==> src/rtl/fde_pkg.sv <==
// shared types, constants and codes for the flag delimited bit frame extractor
`timescale 1ns / 1ps
package fde_pkg;

   // defaults for the top level parameters
   localparam int MAX_FLAG_BITS_DEF = 64;
   localparam int POSITION_BITS_DEF = 48;

   // fixed field widths
   localparam int PATTERN_W = 64;
   localparam int LENGTH_W  = 7;
   localparam int OUT_POS_W = 48;
   localparam int CSR_IDX_W = 3;
   localparam int CSR_DATA_W = 64;

   localparam logic [LENGTH_W-1:0] LENGTH_RESET = 7'd8;

   // register indexes
   localparam logic [CSR_IDX_W-1:0] CSR_START_PATTERN = 3'd0;
   localparam logic [CSR_IDX_W-1:0] CSR_START_LENGTH  = 3'd1;
   localparam logic [CSR_IDX_W-1:0] CSR_END_PATTERN   = 3'd2;
   localparam logic [CSR_IDX_W-1:0] CSR_END_LENGTH    = 3'd3;

   // request kinds
   localparam logic REQ_DATA_BIT = 1'b0;
   localparam logic REQ_END      = 1'b1;

   // status codes
   localparam logic STATUS_OK        = 1'b0;
   localparam logic STATUS_NOT_FOUND = 1'b1;

   typedef struct packed {
      logic req_type;
      logic bit_value;
   } req_data_type;

   typedef struct packed {
      logic [7:0]           payload_byte;
      logic                 has_payload;
      logic                 is_last;
      logic                 status;
      logic [OUT_POS_W-1:0] start_position;
      logic [OUT_POS_W-1:0] end_position;
   } rsp_data_type;

   typedef struct packed {
      logic [PATTERN_W-1:0] start_pattern;
      logic [LENGTH_W-1:0]  start_length;
      logic [PATTERN_W-1:0] end_pattern;
      logic [LENGTH_W-1:0]  end_length;
   } cfg_type;

endpackage

==> src/rtl/fde_cfg.sv <==
// configuration register file of the frame extractor
`timescale 1ns / 1ps
module fde_cfg (
   input  logic                             clock,
   input  logic                             reset,
   input  logic                             csr_write_enable,
   input  logic [fde_pkg::CSR_IDX_W-1:0]    csr_index,
   input  logic [fde_pkg::CSR_DATA_W-1:0]   csr_write_data,
   output fde_pkg::cfg_type                 cfg
);

   fde_pkg::cfg_type cfg_ff;
   fde_pkg::cfg_type cfg_in;

   always_comb begin
      cfg_in = cfg_ff;
      if (csr_write_enable) begin
         unique case (csr_index)
            fde_pkg::CSR_START_PATTERN: cfg_in.start_pattern = csr_write_data;
            fde_pkg::CSR_START_LENGTH:
               cfg_in.start_length = csr_write_data[fde_pkg::LENGTH_W-1:0];
            fde_pkg::CSR_END_PATTERN: cfg_in.end_pattern = csr_write_data;
            fde_pkg::CSR_END_LENGTH:
               cfg_in.end_length = csr_write_data[fde_pkg::LENGTH_W-1:0];
            default: cfg_in = cfg_ff;
         endcase
      end
   end

   always_ff @(posedge clock) begin
      if (reset) begin
         cfg_ff.start_pattern <= '0;
         cfg_ff.start_length  <= fde_pkg::LENGTH_RESET;
         cfg_ff.end_pattern   <= '0;
         cfg_ff.end_length    <= fde_pkg::LENGTH_RESET;
      end else begin
         cfg_ff <= cfg_in;
      end
   end

   assign cfg = cfg_ff;

endmodule

==> src/rtl/fde_core.sv <==
// flag search, delay window, byte packing and result register
`timescale 1ns / 1ps
module fde_core #(
   parameter int MAX_FLAG_BITS = fde_pkg::MAX_FLAG_BITS_DEF,
   parameter int POSITION_BITS = fde_pkg::POSITION_BITS_DEF
) (
   input  logic                  clock,
   input  logic                  reset,
   input  logic                  advance,
   input  fde_pkg::req_data_type item,
   input  fde_pkg::cfg_type      cfg,
   input  logic                  rsp_ready,
   output logic                  rsp_valid,
   output fde_pkg::rsp_data_type rsp_data
);

   localparam int LEN_W = $clog2(MAX_FLAG_BITS + 1);
   localparam int IDX_W = (MAX_FLAG_BITS > 1) ? $clog2(MAX_FLAG_BITS) : 1;

   typedef enum logic [1:0] {
      PH_SEEK,
      PH_FRAME,
      PH_DONE
   } phase_type;

   phase_type                  phase_ff, phase_in;
   logic [MAX_FLAG_BITS-1:0]   hist_ff, hist_in;
   logic [LEN_W-1:0]           cnt_ff, cnt_in;
   logic [POSITION_BITS-1:0]   pos_ff, pos_in;
   logic [POSITION_BITS-1:0]   saved_ff, saved_in;
   logic [7:0]                 acc_ff, acc_in;
   logic [2:0]                 nb_ff, nb_in;
   logic                       rsp_valid_ff;
   fde_pkg::rsp_data_type      rsp_data_ff;

   logic                       res_valid;
   fde_pkg::rsp_data_type      res;
   logic [LEN_W-1:0]           s_len, e_len;
   logic [MAX_FLAG_BITS-1:0]   s_mask, e_mask;
   logic [MAX_FLAG_BITS-1:0]   hist_sh;
   logic [LEN_W-1:0]           cnt_inc;
   logic [POSITION_BITS-1:0]   pos_inc;
   logic                       have_delayed;
   logic                       delayed;
   logic [7:0]                 acc_pk;
   logic                       start_hit, end_hit;

   function automatic logic [LEN_W-1:0] eff_len(input logic [fde_pkg::LENGTH_W-1:0] len);
      logic [LEN_W-1:0] r;
      if (len == '0) begin
         r = LEN_W'(1);
      end else if (int'(len) > MAX_FLAG_BITS) begin
         r = LEN_W'(MAX_FLAG_BITS);
      end else begin
         r = LEN_W'(len);
      end
      return r;
   endfunction

   function automatic logic [MAX_FLAG_BITS-1:0] low_mask(input logic [LEN_W-1:0] len);
      logic [MAX_FLAG_BITS-1:0] m;
      for (int i = 0; i < MAX_FLAG_BITS; i++) begin
         m[i] = (i < int'(len));
      end
      return m;
   endfunction

   function automatic logic [fde_pkg::OUT_POS_W-1:0] out_pos(
      input logic [POSITION_BITS-1:0] p);
      logic [63:0] w;
      w = 64'(p);
      return w[fde_pkg::OUT_POS_W-1:0];
   endfunction

   assign s_len   = eff_len(cfg.start_length);
   assign e_len   = eff_len(cfg.end_length);
   assign s_mask  = low_mask(s_len);
   assign e_mask  = low_mask(e_len);
   assign hist_sh = MAX_FLAG_BITS'({hist_ff, item.bit_value});
   assign cnt_inc = (cnt_ff < LEN_W'(MAX_FLAG_BITS)) ? cnt_ff + 1'b1 : cnt_ff;
   assign pos_inc = (pos_ff != '1) ? pos_ff + 1'b1 : pos_ff;

   // delay window tap: oldest bit still inside the end flag length
   assign have_delayed = (cnt_ff >= e_len);
   assign delayed      = hist_ff[IDX_W'(e_len - LEN_W'(1))];
   assign acc_pk       = acc_ff | (8'(delayed) << (3'd7 - nb_ff));

   assign start_hit = (cnt_inc >= s_len) &&
                      (((hist_sh ^ cfg.start_pattern[MAX_FLAG_BITS-1:0]) & s_mask) == '0);
   assign end_hit   = (cnt_inc >= e_len) &&
                      (((hist_sh ^ cfg.end_pattern[MAX_FLAG_BITS-1:0]) & e_mask) == '0);

   always_comb begin
      phase_in  = phase_ff;
      hist_in   = hist_ff;
      cnt_in    = cnt_ff;
      pos_in    = pos_ff;
      saved_in  = saved_ff;
      acc_in    = acc_ff;
      nb_in     = nb_ff;
      res_valid = 1'b0;
      res       = '0;
      res.status = fde_pkg::STATUS_OK;

      if (item.req_type == fde_pkg::REQ_END) begin
         if (phase_ff != PH_DONE) begin
            res_valid          = 1'b1;
            res.is_last        = 1'b1;
            res.status         = fde_pkg::STATUS_NOT_FOUND;
            res.start_position = (phase_ff == PH_FRAME) ? out_pos(saved_ff) : '0;
         end
         phase_in = PH_SEEK;
         hist_in  = '0;
         cnt_in   = '0;
         pos_in   = '0;
         saved_in = '0;
         acc_in   = '0;
         nb_in    = '0;
      end else begin
         unique case (phase_ff)
            PH_SEEK: begin
               pos_in  = pos_inc;
               hist_in = hist_sh;
               cnt_in  = cnt_inc;
               if (start_hit) begin
                  saved_in = pos_inc - POSITION_BITS'(s_len);
                  phase_in = PH_FRAME;
                  hist_in  = '0;
                  cnt_in   = '0;
               end
            end
            PH_FRAME: begin
               pos_in  = pos_inc;
               hist_in = hist_sh;
               cnt_in  = cnt_inc;
               if (end_hit) begin
                  res_valid          = 1'b1;
                  res.is_last        = 1'b1;
                  res.has_payload    = have_delayed || (nb_ff != '0);
                  res.payload_byte   = have_delayed ? acc_pk : acc_ff;
                  res.start_position = out_pos(saved_ff);
                  res.end_position   = out_pos(pos_inc - POSITION_BITS'(e_len));
                  acc_in   = '0;
                  nb_in    = '0;
                  phase_in = PH_DONE;
               end else if (have_delayed) begin
                  if (nb_ff == 3'd7) begin
                     res_valid          = 1'b1;
                     res.has_payload    = 1'b1;
                     res.payload_byte   = acc_pk;
                     res.start_position = out_pos(saved_ff);
                     acc_in = '0;
                     nb_in  = '0;
                  end else begin
                     acc_in = acc_pk;
                     nb_in  = nb_ff + 3'd1;
                  end
               end
            end
            default: begin
               phase_in = phase_ff;
            end
         endcase
      end
   end

   always_ff @(posedge clock) begin
      if (reset) begin
         phase_ff     <= PH_SEEK;
         hist_ff      <= '0;
         cnt_ff       <= '0;
         pos_ff       <= '0;
         saved_ff     <= '0;
         acc_ff       <= '0;
         nb_ff        <= '0;
         rsp_valid_ff <= 1'b0;
         rsp_data_ff  <= '0;
      end else if (advance) begin
         phase_ff     <= phase_in;
         hist_ff      <= hist_in;
         cnt_ff       <= cnt_in;
         pos_ff       <= pos_in;
         saved_ff     <= saved_in;
         acc_ff       <= acc_in;
         nb_ff        <= nb_in;
         rsp_valid_ff <= res_valid;
         if (res_valid) begin
            rsp_data_ff <= res;
         end
      end else if (rsp_ready) begin
         rsp_valid_ff <= 1'b0;
      end
   end

   assign rsp_valid = rsp_valid_ff;
   assign rsp_data  = rsp_data_ff;

   // a mid-frame byte always carries payload and ok status
   a_mid_byte: assert property (@(posedge clock) disable iff (reset)
      rsp_valid_ff && !rsp_data_ff.is_last |->
         rsp_data_ff.has_payload && rsp_data_ff.status == fde_pkg::STATUS_OK)
      else $error("mid-frame result without payload");

   // not-found status never carries payload or an end position
   a_not_found: assert property (@(posedge clock) disable iff (reset)
      rsp_valid_ff && rsp_data_ff.status == fde_pkg::STATUS_NOT_FOUND |->
         !rsp_data_ff.has_payload && rsp_data_ff.end_position == '0 &&
         rsp_data_ff.is_last)
      else $error("bad not-found result");

   // end of stream returns the stream state to its start
   a_end_clears: assert property (@(posedge clock) disable iff (reset)
      advance && item.req_type == fde_pkg::REQ_END |=>
         phase_ff == PH_SEEK && pos_ff == '0 && nb_ff == '0)
      else $error("end of stream did not clear state");

   // data bits after a finished frame give nothing
   a_done_quiet: assert property (@(posedge clock) disable iff (reset)
      advance && phase_ff == PH_DONE && item.req_type == fde_pkg::REQ_DATA_BIT |=>
         !rsp_valid_ff && phase_ff == PH_DONE)
      else $error("result after finished frame");

endmodule

==> src/rtl/flag_delimited_bit_frame_extractor_top.sv <==
// top level of the flag delimited bit frame extractor
`timescale 1ns / 1ps
// usage
//   req channel: one request per stream bit (req_type data bit) or one end of
//     stream marker (req_type end); req_valid / req_ready handshake
//   rsp channel: zero or one result per request, full payload bytes mid-frame,
//     a final is_last result at the end flag, or a not-found status at end of
//     stream; rsp_valid / rsp_ready handshake
//   csr port: write-only, csr_index 0..3 = start pattern, start length,
//     end pattern, end length; write only while the block is idle
//   path: a request is held in the input register, its result in the result register
//   throughput: one request per cycle unless a held result stalls; the input
//     and result registers overlap, so a new request is taken while a result waits
//   flag compare, delay tap and byte packing are all combinational between
//     the input register and the result register
//   stall: when rsp_ready is low and a result is held, at most one more
//     request sits in the input register, then req_ready drops
//   reset: synchronous, clears both channels and the stream state; lengths
//     return to 8 and patterns to zero
module flag_delimited_bit_frame_extractor_top #(
   parameter int MAX_FLAG_BITS = fde_pkg::MAX_FLAG_BITS_DEF,
   parameter int POSITION_BITS = fde_pkg::POSITION_BITS_DEF
) (
   input  logic                            clock,
   input  logic                            reset,
   input  logic                            req_valid,
   output logic                            req_ready,
   input  fde_pkg::req_data_type           req_data,
   output logic                            rsp_valid,
   input  logic                            rsp_ready,
   output fde_pkg::rsp_data_type           rsp_data,
   input  logic                            csr_write_enable,
   input  logic [fde_pkg::CSR_IDX_W-1:0]   csr_index,
   input  logic [fde_pkg::CSR_DATA_W-1:0]  csr_write_data
);

   fde_pkg::cfg_type      cfg;
   logic                  in_valid_ff;
   fde_pkg::req_data_type in_data_ff;
   logic                  advance;

   // the held request moves on when the result register is free or draining
   assign advance   = in_valid_ff && (!rsp_valid || rsp_ready);
   assign req_ready = !in_valid_ff || advance;

   always_ff @(posedge clock) begin
      if (reset) begin
         in_valid_ff <= 1'b0;
      end else if (req_valid && req_ready) begin
         in_valid_ff <= 1'b1;
      end else if (advance) begin
         in_valid_ff <= 1'b0;
      end
   end

   // input payload register, no reset needed
   always_ff @(posedge clock) begin
      if (req_valid && req_ready) begin
         in_data_ff <= req_data;
      end
   end

   // register file
   fde_cfg u_cfg (
      .clock            (clock),
      .reset            (reset),
      .csr_write_enable (csr_write_enable),
      .csr_index        (csr_index),
      .csr_write_data   (csr_write_data),
      .cfg              (cfg)
   );

   // matcher, packer and result register
   fde_core #(
      .MAX_FLAG_BITS (MAX_FLAG_BITS),
      .POSITION_BITS (POSITION_BITS)
   ) u_core (
      .clock     (clock),
      .reset     (reset),
      .advance   (advance),
      .item      (in_data_ff),
      .cfg       (cfg),
      .rsp_ready (rsp_ready),
      .rsp_valid (rsp_valid),
      .rsp_data  (rsp_data)
   );

endmodule
==> config.mk <==
export PLATFORM = sky130hd
export DESIGN_NAME = flag_delimited_bit_frame_extractor_top
export DESIGN_NICKNAME = d
export VERILOG_FILES = /design/src/rtl/fde_pkg.sv /design/src/rtl/fde_cfg.sv /design/src/rtl/fde_core.sv /design/src/rtl/flag_delimited_bit_frame_extractor_top.sv
export SDC_FILE = /design/constraint.sdc
export NUM_CORES = 1
export LEC_CHECK = 0
export BUFFER_PORTS_ARGS = -buffer_cell sky130_fd_sc_hd__buf_2
export CORE_MARGIN = 5
export CORE_UTILIZATION = 40
export CTS_CLUSTER_SIZE = 12
export DETAILED_ROUTE_END_ITERATION = 10
export PLACE_DENSITY_LB_ADDON = 0.2
export SLEW_MARGIN = 10
export SYNTH_ARGS = -nofsm -noshare
export SYNTH_HDL_FRONTEND = slang
export SYNTH_SLANG_ARGS = --single-unit
==> constraint.sdc <==
create_clock -name clock -period 5.41 [get_ports clock]
set_input_delay 0.8115 -clock clock [delete_from_list [all_inputs] [get_ports clock]]
set_output_delay 0.8115 -clock clock [all_outputs]
set_load 0.005 [all_outputs]
# Word-level counts from Yosys, hierarchy flattened
# Cells that the tools add are included.
totals:
  ff_bits: 433
  input_bits: 74
  output_inout_bits: 109
  elab_cells: 274
classes:
  add_sub_neg: 7
  n_lt_le_gt_ge: 135
  eq_ne: 9
  shift: 1
  muxes: 61
  bitwise: 5
  reduce_logical: 35
op_table:
  columns: ["cell", "n"]
  rows:
  - ["48-bit 2-to-1 mux", 13]
  - ["6-bit by 7-bit < comparator with 1-bit output, first input constant", 64]
  - ["5-bit by 7-bit < comparator with 1-bit output, first input constant", 32]
  - ["64-bit bitwise AND", 2]
  - ["64-bit zero test", 2]
  - ["64-bit 2-to-1 mux", 2]
  - ["64-bit one-hot mux with 2 select lines", 1]
  - ["64-bit XOR", 2]
  - ["4-bit by 7-bit < comparator with 1-bit output, first input constant", 16]
  - ["96-bit 2-to-1 mux", 1]
  - ["48-bit by 7-bit subtractor with 48-bit output", 2]
  - ["3-bit by 7-bit < comparator with 1-bit output, first input constant", 8]
  - ["50-bit 2-to-1 mux", 1]
  - ["7-bit 2-to-1 mux", 7]
  - ["48-bit by 1-bit adder with 48-bit output, second input constant", 1]
  - ["8-bit 2-to-1 mux", 6]
  - ["48-bit != test, second input constant", 1]
  - ["9-bit 2-to-1 mux", 4]
  - ["1-bit by 7-bit < comparator with 1-bit output, first input constant", 4]
  - ["2-bit by 7-bit < comparator with 1-bit output, first input constant", 4]
  - ["7-bit >= comparator", 3]
  - ["3-bit 2-to-1 mux", 5]
  - ["7-bit > comparator, second input constant", 2]
  - ["7-bit zero test", 2]
  - ["31 further kinds", 68]

# Longest topological paths before layout
# Gate-level depths: netlist of the first run.
depth:
  word_depth: 13
  depth_mapped: 21

# Hierarchy
# A second synthesis of the first run with hierarchy kept.
unflattened:
  cells_unflattened: 2691
  area_unflattened_um2: 23943.0
by_module_without_submodules:
  columns: ["module", "instances", "cells_each", "area_each_um2", "seq_area_each_um2"]
  rows:
  - ["fde_core", 1, 2146, 17984.7, 5765.5]
  - ["fde_cfg", 1, 536, 5825.6, 2842.7]
  - ["flag_delimited_bit_frame_extractor_top", 1, 9, 132.6, 80.1]

# Worst setup path after synthesis of the first run
# Ideal clock, no wire load.
synth_timing:
  path_kind: "register -> register"
  start: "register u_core.pos_ff[0]"
  end: "register u_core.saved_ff[37]"
  setup_time_ns: 0.116
  t_arrival_ns: 4.772
  t_required_ns: 5.294
  setup_slack_ns: 0.522
  path_stages_with_launch: 17
  period_less_slack_ns: 4.888
  cell_sequence: "dfxtp_1 -> ha_1 -> nand2_1 -> or4_4 -> nor4_4 -> buf_2 -> buf_4 -> nor2_1 -> xor2_1 -> ha_1 -> and2_1 -> o21ai_0 -> a31oi_1 -> a2111o_1 -> nor3_2 -> or4b_2 -> a31o_2"
synth_via:
  elab_chain_cells: 6
  word_cells_on_any_way: 7
  classes_between: "add/sub (2); eq/ne (1); mux (4)"
synth_lines:
  columns: ["element", "line_no", "rtl"]
  rows:
  - ["start, declared", "fde_core.sv:29", "logic [POSITION_BITS-1:0] pos_ff, pos_in;"]
  - ["start signal, assigned", "fde_core.sv:182", "pos_ff <= pos_in;"]
  - ["48-bit by 1-bit adder with 48-bit output or 48-bit != test (tied branches)", "fde_core.sv:81", "assign pos_inc = (pos_ff != '1) ? pos_ff + 1'b1 : pos_ff;"]
  - ["48-bit 2-to-1 mux (*)", "fde_core.sv:81", null]
  - ["48-bit by 7-bit subtractor with 48-bit output (*)", "fde_core.sv:126", "saved_in = pos_inc - POSITION_BITS'(s_len);"]
  - ["48-bit 2-to-1 mux (*)", "fde_core.sv:125", "if (start_hit) begin"]
  - ["48-bit 2-to-1 mux (*)", "fde_core.sv:120", "unique case (phase_ff)"]
  - ["48-bit 2-to-1 mux (*)", "fde_core.sv:105", "if (item.req_type == fde_pkg::REQ_END) begin"]
  - ["end signal, assigned", "fde_core.sv:183", "saved_ff <= saved_in;"]
  - ["end, declared", "fde_core.sv:30", "logic [POSITION_BITS-1:0] saved_ff, saved_in;"]
# Mark *: on every way between the ends. The rest lies on a longest branch, timed or not. The select of a mux whose other input is x is not followed.
# A chain may end at the register's enable or synchronous reset.

# Worst setup path after layout of the first run
layout_timing:
  start: "register u_core.pos_ff[7]"
  end: "register u_core.rsp_data_ff, in the netlist u_core.rsp_data[46]"
layout_via:
  elab_chain_cells: 6
  word_cells_on_any_way: 7
  classes_between: "add/sub (2); eq/ne (1); mux (4)"
layout_lines:
  columns: ["element", "line_no", "rtl"]
  rows:
  - ["48-bit by 1-bit adder with 48-bit output or 48-bit != test (tied branches)", "fde_core.sv:81", null]
  - ["48-bit 2-to-1 mux (*)", "fde_core.sv:81", null]
  - ["48-bit by 7-bit subtractor with 48-bit output (*)", "fde_core.sv:142", "res.end_position = out_pos(pos_inc - POSITION_BITS'(e_len));"]
  - ["48-bit 2-to-1 mux (*)", "fde_core.sv:136", "if (end_hit) begin"]
  - ["96-bit 2-to-1 mux (*)", "fde_core.sv:120", null]
  - ["48-bit 2-to-1 mux (*)", "fde_core.sv:105", null]
  - ["end signal, assigned", "fde_core.sv:188", "rsp_data_ff <= res;"]
  - ["end, declared", "fde_core.sv:34", "fde_pkg::rsp_data_type rsp_data_ff;"]
# Mark *: on every way between the ends. The rest lies on a longest branch, timed or not.

==> results of run 1 <==
==> metrics by stage <==
stage               setup slack [ns]   util  cells
floorplan                      0.522      -   2909
global placement               0.374  0.432   3727
detailed placement             0.218  0.432   3727
CTS                            0.188  0.461   3812
global route                  0.0480  0.461   3812
finish                         0.342  0.461   3812
==> worst register-to-register path, stage by stage (launching register included) <==
cell      delay (ns)
dfxtp_1         0.54
nand4_4         0.18
or4_4           0.69
nor4_4          0.43
nor2_1          0.13
xor2_1          0.33
ha_1            0.34
o21ai_0         0.18
a21oi_1         0.11
o311ai_0        0.33
o31ai_1         0.13
nor3_1          0.36
nand4_1         0.15
buf_4           0.22
nor3_2          0.40
nand4_1         0.16
a32o_1          0.29
==> Yosys cell counts (8+ instances only) <==
library cell / number
nor2b_1: 9
a21o_1: 12
o21ai_0: 108
nand3_1: 110
nor2_1: 234
dfxtp_1: 431
or3_1: 34
xnor2_1: 177
nand4_1: 35
nand2b_1: 22
o211ai_1: 13
or4_1: 12
nor3_1: 62
nor4_1: 36
xor2_1: 76
and3_1: 21
nand2_1: 487
mux2i_1: 8
or2_2: 9
a22oi_1: 106
buf_2: 22
clkbuf_1: 175
ha_1: 39
a211oi_1: 12
mux4_2: 16
a41oi_1: 21
nand4b_1: 8
and2_1: 15
a21oi_1: 333
and4_1: 16
inv_1: 36
o31ai_1: 18
a31oi_1: 17
a32o_1: 10
==> layout by cell type, fill, tap and decap left out, drive strengths merged, types with 38 or more instances in the layout <==
master,Yosys,layout
xnor2,177,177
a21oi,333,333
nor4,41,41
nor2,234,234
nand2,487,487
nand3,110,110
o21ai,115,115
ha,39,39
a22oi,106,106
inv,37,40
nor3,66,66
nand4,38,38
buf,31,260
clkbuf,176,73
xor2,76,76
dfxtp,431,431
==> final timing paths <==
check        depth (start not counted)  slack [ns]                        startpoint                               end
max                                 16        0.34     u_core.pos_ff[7]$_SDFFE_PP0P_  u_core.rsp_data[46]$_SDFFE_PP0P_
min reg2reg                          2        0.44  u_core.rsp_data[29]$_SDFFE_PP0P_  u_core.rsp_data[29]$_SDFFE_PP0P_
min                                  1        0.38                       req_data[0]           in_data_ff[0]$_DFFE_PP_
max reg2reg                         16        0.34     u_core.pos_ff[7]$_SDFFE_PP0P_  u_core.rsp_data[46]$_SDFFE_PP0P_
==> what timing repair did <==
action / CTS / global route
hold endpoints to repair: 0 / 0
setup buffers: 0 / 0
setup endpoints to repair: 0 / 10
resized for setup: 0 / 3
==> registers in the layout (all words and copies together), names as in the netlist <==
register and count:
u_cfg.cfg 142, u_core.rsp_data 107, u_core.hist_ff 64, u_core.pos_ff 48, u_core.saved_ff 48, u_core.acc_ff 8, u_core.cnt_ff 7, u_core.nb_ff 3
in_data_ff 2, u_core.phase_ff 2, in_valid_ff 1, u_core.rsp_valid 1
==> cell families after synthesis <==
family / after synthesis
and+or+nand+nor: 1166
AOI/OAI and AO/OA: 746
DFF: 433
xor gates and xnor gates: 253
buffers and inverters: 244
adders and majority gates: 41
muxes: 26
==> area by class of cell <==
type,count,area (um^2)
Multi-Input combinational cell,2232,13600
Timing Repair Buffer,260,1530
Clock buffer,73,1480
Clock inverter,12,163
Inverter,37,139
Fill cell,5866,31000
Tap cell,765,957
Sequential cell,433,8690
==> power by group through the flow <==
stage / registers, mW / logic (mW) / clock network [mW]
finish: 3.26 / 0.500 / 3.42
global route: 3.26 / 0.542 / 3.61
CTS: 3.26 / 0.497 / 3.49
detailed placement: 3.33 / 0.495 / 0
global placement: 3.33 / 0.489 / 0
floorplan: 3.31 / 0.314 / 0
==> layer usage <==
layer | global-route usage | routed length, um | vias to the layer above
li1 | - | - | 10600
met1 | 0.297 | 32200 | 10600
met2 | 0.439 | 40600 | 831
met3 | 0.0357 | 4690 | 226
met4 | 0.119 | 4390 | 0
met5 | 0 | 0 | -
==> flow_results.org, run 1 <==
** STA
- In the finished design, the share of the clock period the worst path needs comes to 0.937.
- Across the routed clock network, the largest skew measured is 0.0293 ns.
- Number of max-slew violations in the final report :: 0
- Achievable clock frequency :: ~200 MHz
- Slew margin rel. :: 0.108
- Min Clock Period, post-route :: approximately 5.1 ns
- Final hold violation count :: 0
- Setup tns final :: 0 ns
- At the pin with the least slew margin, the transition time is 1.34 ns.
- RSZ-0062 raised after global routing :: false
- Setup violations remaining at the end of the flow were counted as 0.
- Minimum hold slack :: approximately 0.38 ns

** Placement
- Port buffering added around 180 buffers.
- After legalization and detailed placement, the total HPWL measured 59.7 mm.
- Summing all placed instances gives a cell area of ~0.025 mm^2.
- Routability-driven placement finished with a final weighted congestion of slightly below 1.

** Logic synthesis
- Net count of the mapped netlist :: roughly 3000
- Of the total synthesized cell area, the portion taken by AND, OR, NAND and NOR gates is 0.241.
- Largest cells by area after synthesis :: dfxtp_1 37%, nand2_1 7.9%, a21oi_1 7.2%
- Post-synth design cell area :: 0.0231 mm^2
- Share of the synthesized area in the top cell type :: 0.374
- Of the synthesized area, sequential elements account for 0.376.
- Of the total synthesized cell area, the portion taken by XOR and XNOR cells is 0.0960.
- For this run, the number of Yosys warnings is 0.
- Largest family of logic cells by synthesized area :: simple AND/OR/NAND/NOR gates
- After synthesis, the share of cell area in mux cells is 0.0200.
- Among all flip-flop cells after synthesis, the most frequent one is dfxtp_1.
- Library cell occupying the most area in the post-synthesis netlist :: dfxtp_1
- Post-synthesis compound-gate area fraction :: 0.202
- Synth Instances :: 2909
- Post-Synth Adder-Cell Area :: 0.0229
- Post-Syn Area per Cell :: a little under 8 um^2
- Async set-or-reset flop fraction in the synthesized netlist :: 0
- Number of library cell types mapped by synthesis :: a little over 90
- Yosys mapped a number of flops with a built-in enable equal to 2.
- Total of flip-flops plus latches after synthesis :: about 430

** Detailed routing
- DRC marker count from the first detailed-route iteration :: 1758
- Detailed Routing Iterations Pass 1 :: 6
- Total wirelength of the detailed-routed design :: just over 80 mm
- Via density :: 5.84
- Number of nets still failing antenna checks after routing :: 0
- For this run, design rule violations remaining after detail routing come to 0.
- In the final routed layout, each cell accounts on average for approximately 21 um.
- For this block, the via count after detailed routing is between 20000 and 25000.

** Clock tree
- The clock net in this run drives a total of around 430 sinks.
- Buffers inserted during clock tree synthesis total 50.
- The longest clock path from root to sink contains 3 buffers.
- The H-tree was split into 2 levels.
- Clock tree from TritonCTS :: built
- Root cell of the clock tree :: clkbuf_16
- Clock-pin transition on the worst setup and hold timing paths :: around 0.060 ns
- Clk Latency, worst-skew pair :: just over 0.6 ns
- For this design, the CTS-stage hold fixing added 0 buffers.

** Min path
- Worst hold-check path type :: in2reg

** Global routing
- Number of global-route vias before repair :: about 21000
- All-Layer GR Usage :: 0.249
- The initial antenna violation count was 0.
- The first global-routing pass estimated ~130 mm of wire.
- Global routing finished with a remaining overflow of 0.
- Entering global routing, the biggest net connects 92 pins.

** Worst setup path
- Crit-path slowest cell :: or4_4
- Critical-path maximum fanout :: 12
- STA puts the critical path data arrival time at about 5.6 ns.
- CP max stage delay :: 0.69 ns
- Most used cell along the critical path :: nand4_1
- Number of buffers and inverters on the critical path :: 1
- Traced cell by cell, the critical path runs through nand4_4 > or4_4 > nor4_4 > nor2_1 > xor2_1 > ha_1 > o21ai_0 > a21oi_1 > o311ai_0 > o31ai_1 > nor3_1 > nand4_1 > buf_4 > nor3_2 > nand4_1 > a32o_1.
- Family of cells with the greatest summed delay on the critical path :: simple AND/OR/NAND/NOR gates
- CP Class :: reg2reg
- For the worst setup path, the data required time is 5.89 ns.
- STA classifies the critical path endpoint as a flip-flop.
- The worst setup path is launched from a flip-flop.

** Power
- Cell-internal power :: between 5 and 6 mW
- The completed layout was analyzed and its total power is approximately 7 mW.
- Largest voltage drop on the vdd net :: 0.216 mV
- In this run the static leakage power is roughly 9.9 nW.
- In this run the power spent charging and discharging nets is ~1.8 mW.
- Portion of total power attributed to combinational logic :: 0.070
- Part of the total power dissipated in the clock network :: 0.477
- In this run the power density over the cells is approximately 270 mW/mm^2.
- Relative contribution of sequential cells to total power :: 0.454
- Switching part of the total :: 0.245

** Floorplanning
- The floorplan has 88 rows.
- Die height :: 250 um
- From left edge to right edge, the die measures around 250 um.
- Pin placement for this block handled approximately 180 I/O pins.
- Initial Utilization :: 0.402
- The floorplan step defined a die boundary enclosing approximately 0.063 mm^2.
- After floorplanning, the core was sized to cover 0.0575 mm^2.

** Finish
- Nets :: roughly 3100
- The finished cells cover 0.0265 mm^2.
- Number of antenna cells inserted :: 0
- From synthesis to final layout, the design area changed by 14.8%.
- In the final layout, the share of cells above drive strength 1 is 0.135.

** Run
- Number of max-cap violations :: 0

** Outcome
- The flow ran to the end, and the final reports show no timing, DRC or antenna violations.
Note: power is estimated with default switching activity, not from simulation.
==> run 2: changes to the inputs <==
--- a/config.mk
+++ b/config.mk
@@ -14,4 +14,5 @@
 export SLEW_MARGIN = 10
 export SYNTH_ARGS = -nofsm -noshare
 export SYNTH_HDL_FRONTEND = slang
+export SYNTH_HIERARCHICAL = 1
 export SYNTH_SLANG_ARGS = --single-unit
==> flow_results.org, run 2 <==
** Clock tree
- TritonCTS built the clock tree.
- CTS saw approximately 430 sinks.
- After clock tree synthesis, the flow added hold-fix buffers numbering 0.
- Clk Latency, worst-skew pair :: about 0.60 ns
- CTS resizes :: 0
- The clock passes through at most 3 buffers.
- The H-tree was split into 2 levels.
- Clock-pin slew was measured on the worst setup and hold paths at roughly 0.060 ns.
- CTS Buf Count :: 50
- After clock tree synthesis, the setup repair step added 0 buffers.
- Root cell of the clock tree :: clkbuf_16

** Worst setup path
- CP Launch Point :: u_core/pos_ff[1]$_SDFFE_PP0P_
- CP Capture Type :: flip-flop
- For the worst setup path, the data arrival time is ~5.5 ns.
- In this design, the stage delay of the slowest critical-path cell is roughly 0.63 ns.
- Cell-by-cell listing of the critical path :: ha_1 > nand3_2 > or4_1 > nor3_2 > nand2_1 > xnor2_1 > ha_1 > fa_1 > nor2b_1 > o21ai_0 > nand2b_1 > nand3_1 > o211ai_1 > or2_0 > nor3b_1 > xnor2_1 > a22o_1
- STA puts the critical path data required time at between 5 and 6 ns.
- End point of the critical path :: u_core/rsp_data[36]$_SDFFE_PP0P_
- The startpoint identified for the worst register-to-register timing path is u_core/pos_ff[1]$_SDFFE_PP0P_.
- Along the worst path, the maximum fanout reaches 8.
- Crit-path slowest cell :: or4_1
- End of the worst register-to-register path :: u_core/rsp_data[36]$_SDFFE_PP0P_
- Worst Setup Start Kind :: flip-flop
- Reg2reg path depth :: 17
- The critical path crosses 17 cells after its start point.
- In this run the register-to-register setup slack is between 0.3 and 0.4 ns.
- The critical path in this run is classified as reg2reg.
- Together, buffers and inverters on the worst path number 0.
- Among cell families on the critical path, the largest total delay comes from simple AND/OR/NAND/NOR gates.

** Logic synthesis
- Share of the synthesized area in the top cell type :: 0.360
- For this run, the leading register cell type out of synthesis is dfxtp_1.
- Largest cells by area after synthesis :: dfxtp_1 36%, mux2i_1 7.3%, xnor2_1 6.4%
- Number of flops mapped to enable cells by yosys :: 2
- Cell with the most instances after synthesis :: dfxtp_1
- Of the synthesized area, sequential elements account for 0.363.
- Async set-or-reset flop fraction in the synthesized netlist :: 0
- Yosys mapped the design onto 100 distinct sky130hd cell types.
- After synthesis, the mean cell area works out to about 8.9 um^2.
- In this run, synthesis produced a sequential element count of roughly 430.
- Number of synthesis warnings :: 6
- Post-synth design cell area :: about 0.024 mm^2
- The number of nets in the synthesized netlist is approximately 2800.
- Synth Instances :: 2691
- Summed over all instances, the cell type with the most area after synthesis is dfxtp_1.
- Leading post-synthesis cells by instance count :: 431 x dfxtp_1, 248 x nor2_1, 224 x nand2b_1, 176 x xnor2_1, 174 x mux2i_1

** Global routing
- Pin count of the biggest net entering global routing :: 150
- First-pass GRT wire length :: 124 mm
- Overall overflow remaining after global route :: 0
- Initial antenna violation count :: 0
- Across every metal layer, demand over resource in global routing totals 0.243.
- Number of global-route vias before repair :: between 20000 and 25000

** Finish
- The register with the most flip-flops in the layout has approximately 140 of them.
- Of the cells placed in the final design, the portion with a size suffix greater than 1 is 0.149.
- The number of antenna diodes in the final layout is 0.
- The library cell used most frequently in the layout, excluding fill and tap cells, is dfxtp_1.
- For this run, the post-layout net count is 2935.
- Most frequent cells in the layout :: 431 x dfxtp_1, 246 x nor2_1, 224 x nand2b_1, 181 x buf_2, 175 x xnor2_1
- Area growth from synthesis to final layout :: 14.9%

** STA
- Setup tns final :: 0 ns
- For the finished layout, the period the worst path requires is a little over 5 ns.
- Clock skew after layout :: roughly 0.027 ns
- RSZ-0062 raised after global routing :: false
- Post-route fraction of the period consumed by the critical path :: 0.937
- In this run the tightest slew margin relative to its limit is 0.202.
- The number of hold violations in the final report came to 0.
- For the pin with the worst max-slew slack, the measured transition is approximately 1.2 ns.
- For this run, the top clock speed supported by timing is a little under 200 MHz.
- Count of endpoints failing setup in the final report :: 0
- The final count of pins violating max slew was 0.

** Power
- Total power density per cell area :: around 260 mW/mm^2
- Summed over all cells, the static leakage comes to 11.3 nW.
- Pwr Total :: just over 7 mW
- Largest voltage drop on the vdd net :: ~0.22 mV

** Placement
- At the end of routability-driven placement, the weighted congestion stood at 1.02.
- Port Buffers :: 182
- Post-detail-place hpwl :: between 60 and 70 mm

** Floorplanning
- Measured along the y axis, the die boundary spans 255 um.
- The core region is 0.0591 mm^2.
- Initial Utilization :: 0.405
- Number of ports placed on the die boundary :: 183
- The die covers ~0.065 mm^2.
- Die X-Extent :: roughly 250 um
- Total number of placement rows :: 89

** Min path
- In this run the worst hold path is classified as in2reg.

** Detailed routing
- Number of vias after detailed routing :: about 21000
- The first routing iteration left between 1500 and 2000 violations.
- For this run, design rule violations remaining after detail routing come to 0.
- Avg WL per Cell :: roughly 23 um
- The detail route stage leaves a number of antenna-violating nets equal to 0.
- Via density :: between 5 and 6
- For this block, the routed nets add up to around 83 mm of wire.
- Detailed Routing Iterations Pass 1 :: 6

** Run
- The tool flagged a number of max-cap violations equal to 0.

** Outcome
- The run finished with clean final reports.
-- run 2: cell families after synthesis --
family                     Yosys count  synth area share
AOI/OAI and AO/OA                  606             0.182
xor gates and xnor gates           271            0.0998
adders and majority gates           43            0.0229
buffers and inverters              235            0.0418
DFF                                433             0.363
muxes                              184            0.0817
and+or+nand+nor                    919             0.209
-- run 2: how the worst min path moves through the flow --
stage	from	endpoint	slack [ns]	cells past startpoint
4_1_cts	req_data[1]	in_data_ff[1]$_DFFE_PP_	0.38	1
5_1_grt	req_data[1]	in_data_ff[1]$_DFFE_PP_	0.38	1
3_3_place_gp	u_core/rsp_data[14]$_SDFFE_PP0P_	u_core/rsp_data[14]$_SDFFE_PP0P_	0.44	1
2_1_floorplan	u_core/saved_ff[0]$_SDFFE_PP0P_	u_core/saved_ff[0]$_SDFFE_PP0P_	0.43	2
6_report	req_data[1]	in_data_ff[1]$_DFFE_PP_	0.40	1
3_5_place_dp	u_core/rsp_data[17]$_SDFFE_PP0P_	u_core/rsp_data[17]$_SDFFE_PP0P_	0.44	1
-- run 2: cell type report --
cell class	instances	area, um^2
inverters	44	165
clock buffers	74	1530
fillers	5780	31600
flip-flops and latches	433	8690
well taps	773	967
multi-input cells	2023	14400
repair buffers	268	1600
clock inverters	16	165
-- run 2: per-stage QoR --
| step | hold WS [ns] | setup slack [ns] | util | std cells | instance area (um^2) |
|---|---|---|---|---|---|
| detailed placement | 0.445 | 0.335 | 0.436 | 3541 | 25800 |
| global placement | 0.445 | 0.414 | 0.436 | 3541 | 25800 |
| floorplan | 0.432 | 0.765 | - | 2691 | 23900 |
| CTS | 0.375 | 0.319 | 0.465 | 3631 | 27500 |
| global route | 0.383 | 0.0114 | 0.465 | 3631 | 27500 |
| finish | 0.404 | 0.343 | 0.465 | 3631 | 27500 |
-- run 2: metal layers --
metal,part of all wire,vias to the layer above,global-route usage
li1,-,9951,-
met2,0.49,813,0.430
met1,0.40,10200,0.296
met3,0.054,231,0.0308
met5,0,-,0
met4,0.053,0,0.112
-- run 2: worst reg2reg max path, cell delays in order (launching register included) --
cell      delay [ns]
dfxtp_1         0.48
ha_1            0.33
nand3_2         0.16
or4_1           0.63
nor3_2          0.16
nand2_1         0.17
xnor2_1         0.21
ha_1            0.26
fa_1            0.42
nor2b_1         0.13
o21ai_0         0.08
nand2b_1        0.14
nand3_1         0.12
o211ai_1        0.62
or2_0           0.49
nor3b_1         0.16
xnor2_1         0.17
a22o_1          0.21
-- run 2: report_power, final --
part	total, mW	internal (mW)	switching (mW)
Clock	3.47	2.06	1.41
Combinational	0.514	0.192	0.322
Sequential	3.25	3.22	0.0314
Total	7.23	5.47	1.76
==> run 3: changes to the inputs <==
--- a/config.mk
+++ b/config.mk
@@ -6,8 +6,7 @@
 export NUM_CORES = 1
 export LEC_CHECK = 0
 export BUFFER_PORTS_ARGS = -buffer_cell sky130_fd_sc_hd__buf_2
-export CORE_MARGIN = 5
-export CORE_UTILIZATION = 40
+export CORE_UTILIZATION = 45
 export CTS_CLUSTER_SIZE = 12
 export DETAILED_ROUTE_END_ITERATION = 10
 export PLACE_DENSITY_LB_ADDON = 0.2
==> constraint.sdc (replaced) <==
create_clock -name clock -period 5.41 [get_ports clock]
set_input_delay 1.082 -clock clock [delete_from_list [all_inputs] [get_ports clock]]
set_output_delay 1.082 -clock clock [all_outputs]
set_load 0.005 [all_outputs]
==> flow_results.org, run 3 (synthesis results as in run 2) <==
** Outcome
- Run status :: complete, but fails checks
- The checks that failed: design-rule violations.

** Placement
- In this run the tool buffered the top-level ports with 182 buffer cells.
- Counting tap cells, the placed design contains a total of around 3500 instances.
- Post-detail-place hpwl :: between 60 and 70 mm
- Total cell area at the placement stage :: between 0.02 and 0.03 mm^2
- The congestion estimate from routability-driven global placement came to between 0.9 and 1.
- Worst-case setup slack after placement :: between 0.2 and 0.3 ns

** Run
- Across the run, the number of max-cap violations was 0.

** Power
- IR analysis of the VDD net gives a maximum drop of 0.230 mV.
- In this run the static leakage power is 11.4 nW.
- Pwr Total :: between 7 and 8 mW
- Total power density per cell area :: 261 mW/mm^2

** Worst setup path
- CP Capture Type :: flip-flop
- At the worst endpoint, the arrival time is around 5.5 ns.
- Data required, critical path :: slightly below 6 ns
- Critical-path maximum fanout :: 9
- CP Class :: reg2reg
- STA classifies the critical path startpoint as a flip-flop.

** Global routing
- Entering global routing, the biggest net connects between 150 and 200 pins.
- All-Layer GR Usage :: 0.303
- The initial antenna violation count was 0.
- The number of global-route vias before repair is just over 20000.
- First-pass GRT wire length :: approximately 120 mm
- Summed over all layers, the global routing overflow is 0.

** Finish
- Post-Layout Inst Area :: between 0.02 and 0.03 mm^2
- The area growth from synthesis to layout is 14.8%.
- Once layout is complete, the utilization of the core stands at 0.523.
- Number of flip-flops under the largest register name :: 142
- Most common cell after layout, fill and taps aside :: dfxtp_1
- In the final layout, the share of cells above drive strength 1 is 0.153.
- Nets :: 2953
- Most frequent cells in the layout :: 431 x dfxtp_1, 246 x nor2_1, 224 x nand2b_1, 181 x buf_2, 175 x xnor2_1
- Number of antenna cells inserted :: 0
- The count of cells in the finished layout, fillers not included, comes to about 3600.

** Min path
- The min-delay analysis places its worst path in the category reg2reg.

** Clock tree
- Clock tree synthesis selected as its root buffer the cell clkbuf_16.
- Number of clock sinks seen by CTS :: ~430
- In this run the number of H-tree levels came out at 2.
- The number of setup buffers added after CTS is 0.
- Counting the buffers created by CTS gives between 40 and 50.
- CTS Buffer Depth :: 3
- Clock-pin transition on the worst setup and hold timing paths :: about 0.060 ns
- TritonCTS built the clock tree.
- Clk Latency, worst-skew pair :: around 0.6 ns

** STA
- Dividing the final minimum period by the clock period gives 0.925.
- Worst slew pin tran :: 1.21 ns
- RSZ-0062 raised after global routing :: false
- Final worst-path setup slack :: between 0.4 and 0.5 ns
- In the final timing run, aggregate negative setup slack is 0 ns.
- Number of max-slew violations in the final report :: 0
- The routed design could run at a clock period as short as approximately 5 ns.
- For the final database, setup skew stands at ~0.025 ns.
- Setup violations remaining at the end of the flow were counted as 0.
- Based on the critical path, the design can be clocked at up to roughly 200 MHz.
- The number of hold violations in the final report came to 0.
- Measured against its own limit, the worst slew margin works out to 0.194.
- Final hold analysis gives a worst-case slack of ~0.46 ns.

** Detailed routing
- For this block, the initial DRC count from the detailed router was around 1900.
- Number of nets still failing antenna checks after routing :: 0
- Via density :: 6.01
- Remaining routing DRC violations :: 1
- Avg WL per Cell :: between 20 and 25 um
- Number of vias after detailed routing :: about 21000
- Total wirelength of the detailed-routed design :: approximately 83 mm
- Detailed Routing Iterations Pass 1 :: 8

** Floorplanning
- Initial Utilization :: 0.456
- The die covers about 0.054 mm^2.
- In this run the vertical extent of the chip is 233 um.
- After floorplanning, the core was sized to cover approximately 0.053 mm^2.
- During I/O placement, the number of pins put on the boundary was approximately 180.
- The floorplan step set the die width to 233 um.
- Row generation in the floorplan step produced 84 rows.
run 3: power by group:
part / internal (mW) / switching, mW
combinational: 0.198 / 0.327
clock: 1.99 / 1.42
sequential: 3.22 / 0.0303
run 3: area by class of cell:
type | count | area, um^2
timing repair buffer | 287 | 1760
fill | 4961 | 25100
tap | 688 | 861
clock inverter | 21 | 262
multi-input combinational | 2023 | 14400
sequential | 433 | 8690
clock buffer | 66 | 1380
inverter | 44 | 165
run 3: path summary, 6_finish.rpt:
check / start / to / slack (ns) / cells after the start
worst max-delay path: u_core/pos_ff[0]$_SDFFE_PP0P_ / u_core/rsp_data[36]$_SDFFE_PP0P_ / 0.41 / 17
worst min-delay path: u_core/rsp_data[13]$_SDFFE_PP0P_ / u_core/rsp_data[13]$_SDFFE_PP0P_ / 0.46 / 1
worst max register to register: u_core/pos_ff[0]$_SDFFE_PP0P_ / u_core/rsp_data[36]$_SDFFE_PP0P_ / 0.41 / 17
worst min register to register: u_core/rsp_data[13]$_SDFFE_PP0P_ / u_core/rsp_data[13]$_SDFFE_PP0P_ / 0.46 / 1
run 3: critical path, cell delays in order, from the launching register on:
cell and delay [ns]:
dfxtp_1 0.49, ha_1 0.34, nand3_2 0.19, or4_1 0.64
nor3_2 0.17, nand2_1 0.25, xnor2_1 0.23, ha_1 0.25
fa_1 0.40, nor2b_1 0.13, o21ai_0 0.08, nand2b_1 0.17
nand3_1 0.13, o211ai_1 0.54, or2_0 0.42, nor3b_1 0.12
xnor2_1 0.14, a22o_1 0.20
run 3: what timing repair did:
item,in CTS,in global routing
hold endpoints to repair,0,0
resized for setup,0,3
hold buffers,0,0
endpoints found under the setup margin,0,7
run 3: layer usage:
layer	global-route usage	vias up	share of wire
li1	-	9973	-
met1	0.357	10200	0.40
met2	0.514	923	0.48
met3	0.0429	281	0.057
met4	0.194	0	0.068
met5	0	-	0
